==> src/design/gbw_pkg.sv <==
package gbw_pkg;

  localparam int NODES  = 64;
  localparam int NODE_W = 6;
  localparam int CNT_W  = 7;
  localparam int ADJ_AW = 2 * NODE_W;

  localparam logic [CNT_W-1:0] NODES_C = CNT_W'(NODES);

  localparam logic [1:0] CMD_LOAD  = 2'd0;
  localparam logic [1:0] CMD_WALK  = 2'd1;
  localparam logic [1:0] CMD_CLEAR = 2'd2;

  localparam logic ST_OK        = 1'b0;
  localparam logic ST_BAD_START = 1'b1;

  localparam logic MODE_DEPTH = 1'b0;

  typedef struct packed {
    logic [1:0]        cmd;
    logic [NODE_W-1:0] node_a;
    logic [NODE_W-1:0] node_b;
    logic              walk_mode;
  } item_t;

  typedef struct packed {
    logic [NODE_W-1:0] node;
    logic [NODE_W-1:0] level;
    logic              last;
    logic              status;
  } result_t;

  typedef enum logic [3:0] {
    S_IDLE,
    S_LK_RD,
    S_LK_CHK,
    S_W_INIT,
    S_W_POP,
    S_W_NODE,
    S_W_DEG,
    S_W_ADJ_RD,
    S_W_ADJ_CHK
  } state_t;

  typedef struct packed {
    logic accept;
    logic clear_graph;
    logic emit_error;
    logic lk_rd;
    logic lk_chk;
    logic w_init;
    logic w_pop;
    logic w_node;
    logic w_deg;
    logic w_adj_rd;
    logic w_adj_chk;
  } ctrl_t;

  typedef struct packed {
    logic edge_ok;
    logic start_ok;
    logic second_pass;
    logic frontier_empty;
    logic adj_more;
  } stat_t;

endpackage

==> src/design/gbw_ctrl.sv <==
module gbw_ctrl (
  input  logic           clk,
  input  logic           rst,
  input  logic           start,
  input  logic [1:0]     cmd,
  input  gbw_pkg::stat_t stat,
  output gbw_pkg::ctrl_t ctrl,
  output logic           busy
);

  gbw_pkg::state_t state;
  gbw_pkg::state_t state_next;

  always_ff @(posedge clk) begin
    if (rst) begin
      state <= gbw_pkg::S_IDLE;
    end else begin
      state <= state_next;
    end
  end

  always_comb begin
    state_next = state;
    case (state)
      gbw_pkg::S_IDLE: begin
        if (start) begin
          if (cmd == gbw_pkg::CMD_LOAD && stat.edge_ok) begin
            state_next = gbw_pkg::S_LK_RD;
          end else if (cmd == gbw_pkg::CMD_WALK && stat.start_ok) begin
            state_next = gbw_pkg::S_W_INIT;
          end
        end
      end
      gbw_pkg::S_LK_RD:  state_next = gbw_pkg::S_LK_CHK;
      gbw_pkg::S_LK_CHK: state_next = stat.second_pass ? gbw_pkg::S_IDLE : gbw_pkg::S_LK_RD;
      gbw_pkg::S_W_INIT: state_next = gbw_pkg::S_W_POP;
      gbw_pkg::S_W_POP:  state_next = stat.frontier_empty ? gbw_pkg::S_IDLE : gbw_pkg::S_W_NODE;
      gbw_pkg::S_W_NODE: state_next = gbw_pkg::S_W_DEG;
      gbw_pkg::S_W_DEG:  state_next = gbw_pkg::S_W_ADJ_RD;
      gbw_pkg::S_W_ADJ_RD: begin
        state_next = stat.adj_more ? gbw_pkg::S_W_ADJ_CHK : gbw_pkg::S_W_POP;
      end
      gbw_pkg::S_W_ADJ_CHK: state_next = gbw_pkg::S_W_ADJ_RD;
      default: state_next = gbw_pkg::S_IDLE;
    endcase
  end

  always_comb begin
    ctrl = '0;
    busy = 1'b1;
    case (state)
      gbw_pkg::S_IDLE: begin
        busy             = 1'b0;
        ctrl.accept      = start;
        ctrl.clear_graph = start && (cmd == gbw_pkg::CMD_CLEAR);
        ctrl.emit_error  = start && (cmd == gbw_pkg::CMD_WALK) && !stat.start_ok;
      end
      gbw_pkg::S_LK_RD:     ctrl.lk_rd     = 1'b1;
      gbw_pkg::S_LK_CHK:    ctrl.lk_chk    = 1'b1;
      gbw_pkg::S_W_INIT:    ctrl.w_init    = 1'b1;
      gbw_pkg::S_W_POP:     ctrl.w_pop     = 1'b1;
      gbw_pkg::S_W_NODE:    ctrl.w_node    = 1'b1;
      gbw_pkg::S_W_DEG:     ctrl.w_deg     = 1'b1;
      gbw_pkg::S_W_ADJ_RD:  ctrl.w_adj_rd  = 1'b1;
      gbw_pkg::S_W_ADJ_CHK: ctrl.w_adj_chk = 1'b1;
      default: busy = 1'b1;
    endcase
  end

endmodule

==> config.mk <==
export PLATFORM = sky130hd
export DESIGN_NAME = gbw_ctrl
export DESIGN_NICKNAME = d
export VERILOG_FILES = /design/src/design/gbw_pkg.sv /design/src/design/gbw_ctrl.sv
export SDC_FILE = /design/constraint.sdc
export NUM_CORES = 1
export LEC_CHECK = 0
export BUFFER_PORTS_ARGS = -buffer_cell sky130_fd_sc_hd__buf_2
export CAP_MARGIN = 5
export CORE_AREA = 4 4 41 43
export DETAILED_ROUTE_END_ITERATION = 12
export DIE_AREA = 0 0 45 47
export MAX_ROUTING_LAYER = met4
export PLACE_DENSITY = 0.6
export SLEW_MARGIN = 20
export SYNTH_ARGS = -nofsm -noshare
export SYNTH_HDL_FRONTEND = slang
export SYNTH_SLANG_ARGS = --single-unit
==> constraint.sdc <==
create_clock -name clk -period 1.5 [get_ports clk]
set_input_delay 0.3 -clock clk [delete_from_list [all_inputs] [get_ports clk]]
set_output_delay 0.3 -clock clk [all_outputs]
set_load 0.05 [all_outputs]
==> results.yml <==
placement:
  io_buffers: 21
  dp_hpwl_um: 986.5
  dpl-instance-area_um2: 621.8
  gp_congestion: 0.7394
synthesis:
  async_reset_ff_share_pct: 0
  syn-cell-area_um2: 361.6
  ys_top_cells_by_count: "nor2_1, a21oi_1, dfxtp_1, nor3_1"
  synthTopCellsByArea: "dfxtp_1, nor2_1, a21oi_1"
  synth.most_common_cell: "nor2_1"
  yosysSeqAreaShare_pct: 22.15
  ys.flop_type: "dfxtp_1"
  synth_cell_types: 23
  ys_warn_count: 0
  synth_edf_count: 0
  synth_seq_cells: 4
  syn_nets: 60
  yosysTopAreaCell: "dfxtp_1"
  syn_area_per_cell_um2: 7.232
  yosysTopAreaCellShare_pct: 22.15
  synth_cells: 50
clocking:
  htree_levels: 1
  cts_sinks: 4
  numCtsBuffers: 3
  worstSkewPairLatency_ns: 0.23
  cts_root_buf: "clkbuf_4"
  path_clk_slew_ns: 0.04
  hold_buffers: 0
  clockBufferDepth: 2
  cts_tree: "yes"
detailed_routing:
  wl_per_cell_um: 12.56
  drt_iter0_markers: 8
  firstDrtPassIters: 4
  viasPerCell: 5.030
  wl_um: 1256
  drc: 0
  antenna_left: 0
  vias: 503
grt:
  grt_pass1_wl_um: 2132
  grt_pass1_vias: 503
  grt_max_degree: 13
  grt_usage_pct: 14.37
  antenna_found_initial: 0
  grt_overflow: 0
timing:
  finalSetupViolCount: 11
  rsz0062_at_grt: "yes"
  maxSlewHeadroom_pct: 84.64
  finalHoldViolCount: 0
  finalCritPeriodShare_pct: 109.6
  fmax_ghz: 0.6083
  setup_ws_ns: -0.1440
  finalCriticalPeriod_ns: 1.644
  worst_slew_pin_slew_ns: 0.2286
  slew_violations: 0
  skew_ns: 0.001717
layout:
  largestRegisters: "state (4)"
  fin_area_um2: 753.2
  areaGrowthSynthToFinish_pct: 108.3
  largest-register: "state"
  fillers: 130
  largest_reg_flops: 4
  drive_above_1_share_pct: 70.59
  n_antenna_cell: 0
  fin_nets: 97
status:
  violations: "setup timing"
  status: "complete, but fails checks"
critical_path:
  rr_worst_depth: 5
  end_kind: "output port"
  reg2reg_slack_ns: 0.07
  start_kind: "flop"
  critical_path_class: "flop to output port"
  cp.required_ns: 1.20
  critPathMaxFanout: 2
  cp.arrival_ns: 1.34
  r2r-end: "state[0]"
  reg2reg_from: "state[0]"
die:
  chipWidth_um: 45
  start_util_pct: 27.79
  die-area_um2: 2115
  fp.dieH_um: 47
  rows: 13
  coreArea_um2: 1301
  ios: 22
pwr:
  p_leak_nw: 0.3397
  peakVddDrop_mv: 0.5472
  powerDensity_nw_per_um2: 637.8
  finalPower_mw: 0.4804
hold_path:
  holdPathEnd: "state[3]"
  min_from: "stat[0]"
  hold_depth: 2
  hp-class: "input port to flop"
job:
  drv_cap: 0
## how the worst max path moves through the flow
| stage | start | end | slack, ns | cells after the start |
|---|---|---|---|---|
| global route | state[3] | ctrl[9] | -0.24 | 5 |
| CTS | state[3] | ctrl[9] | -0.15 | 5 |
| detailed placement | state[3] | ctrl[9] | -0.0006 | 5 |
| finish | state[3] | ctrl[9] | -0.14 | 5 |
| floorplan | state[3] | ctrl[8] | -0.30 | 4 |
| global placement | state[2] | ctrl[9] | 0.02 | 5 |
## power breakdown
group          switching, mW  internal (mW)  total, mW
registers            0.00713          0.112      0.119
logic                  0.125          0.104      0.230
clock network         0.0421         0.0894      0.132
## metrics by stage
step	hold slack [ns]	setup WS (ns)	util, %	TNS (ns)	cells
4_1_cts	0.3056	-0.1533	55.87	-0.6849	99
2_1_floorplan	0.4458	-0.2966	-	-1.099	50
6_report	0.3097	-0.1440	57.88	-0.6160	100
3_5_place_dp	0.5474	-0.0006197	47.79	-0.0006197	95
5_1_grt	0.3104	-0.2392	57.88	-1.482	100
3_3_place_gp	0.5501	0.01748	47.79	0	95
## per-layer routing
metal  global-route usage [%]  vias up  routed length [µm]
met4                    3.509        0                   0
met3                    4.598        0                  89
met1                    16.17      230                 510
met2                    24.58       19                 656
li1                         -      254                   -
met5                        -        -                   0
## repair_timing
action | in CTS | in global routing
pin swaps | 3 | 1
gates cloned | 0 | 0
resized for setup | 25 | 4
endpoints found under the setup margin | 12 | 15
setup buffers | 1 | 1
## critical path, stage by stage, from the launching register on
cell     delay (ns)
dfxtp_2        0.32
nor2_4         0.10
nand4_1        0.15
buf_4          0.19
nor3b_4        0.17
buf_6          0.18
## cell type report
| cell class | count | area [µm²] | area share [%] |
|---|---|---|---|
| multi-input cells | 39 | 327.8 | 43.52 |
| repair buffers | 36 | 285.3 | 37.87 |
| well taps | 15 | 18.77 | 2.492 |
| clock buffers | 3 | 22.52 | 2.990 |
| inverters | 3 | 11.26 | 1.495 |
| flip-flops and latches | 4 | 87.58 | 11.63 |
## kinds of logic (layout without fill, tap and decap cells)
| logic type | after synthesis | count (layout) | share of synthesized area (%) |
|---|---|---|---|
| compound gates | 11 | 11 | 22.15 |
| buf+inv | 7 | 42 | 8.302 |
| flops | 4 | 4 | 22.15 |
| simple gates | 28 | 28 | 47.41 |
## cells in the final DEF, fill, tap and decap left out
cell type	Yosys	layout
a211oi_2	1	1
a21bo_2	1	1
a21oi_1	5	5
a21oi_2	1	1
a311oi_1	1	1
and3_1	3	3
buf_2	3	9
buf_4	0	17
buf_6	0	10
clkbuf_4	0	3
dfxtp_2	0	3
dfxtp_4	0	1
inv_1	3	1
inv_2	0	2
nand2_1	1	1
nand2b_4	0	1
nand3b_1	2	2
nand4_1	1	1
nor2_1	8	4
nor2_2	0	2
nor2_4	0	2
nor3_1	4	2
nor3_2	1	2
nor3_4	0	1
nor3b_1	2	1
nor3b_4	0	1
nor4b_2	0	1
nor4b_4	0	1
o22ai_1	1	1
o31a_1	1	1
or3b_1	2	2
or4_4	1	1
Note: power is estimated with default switching activity, not from simulation.
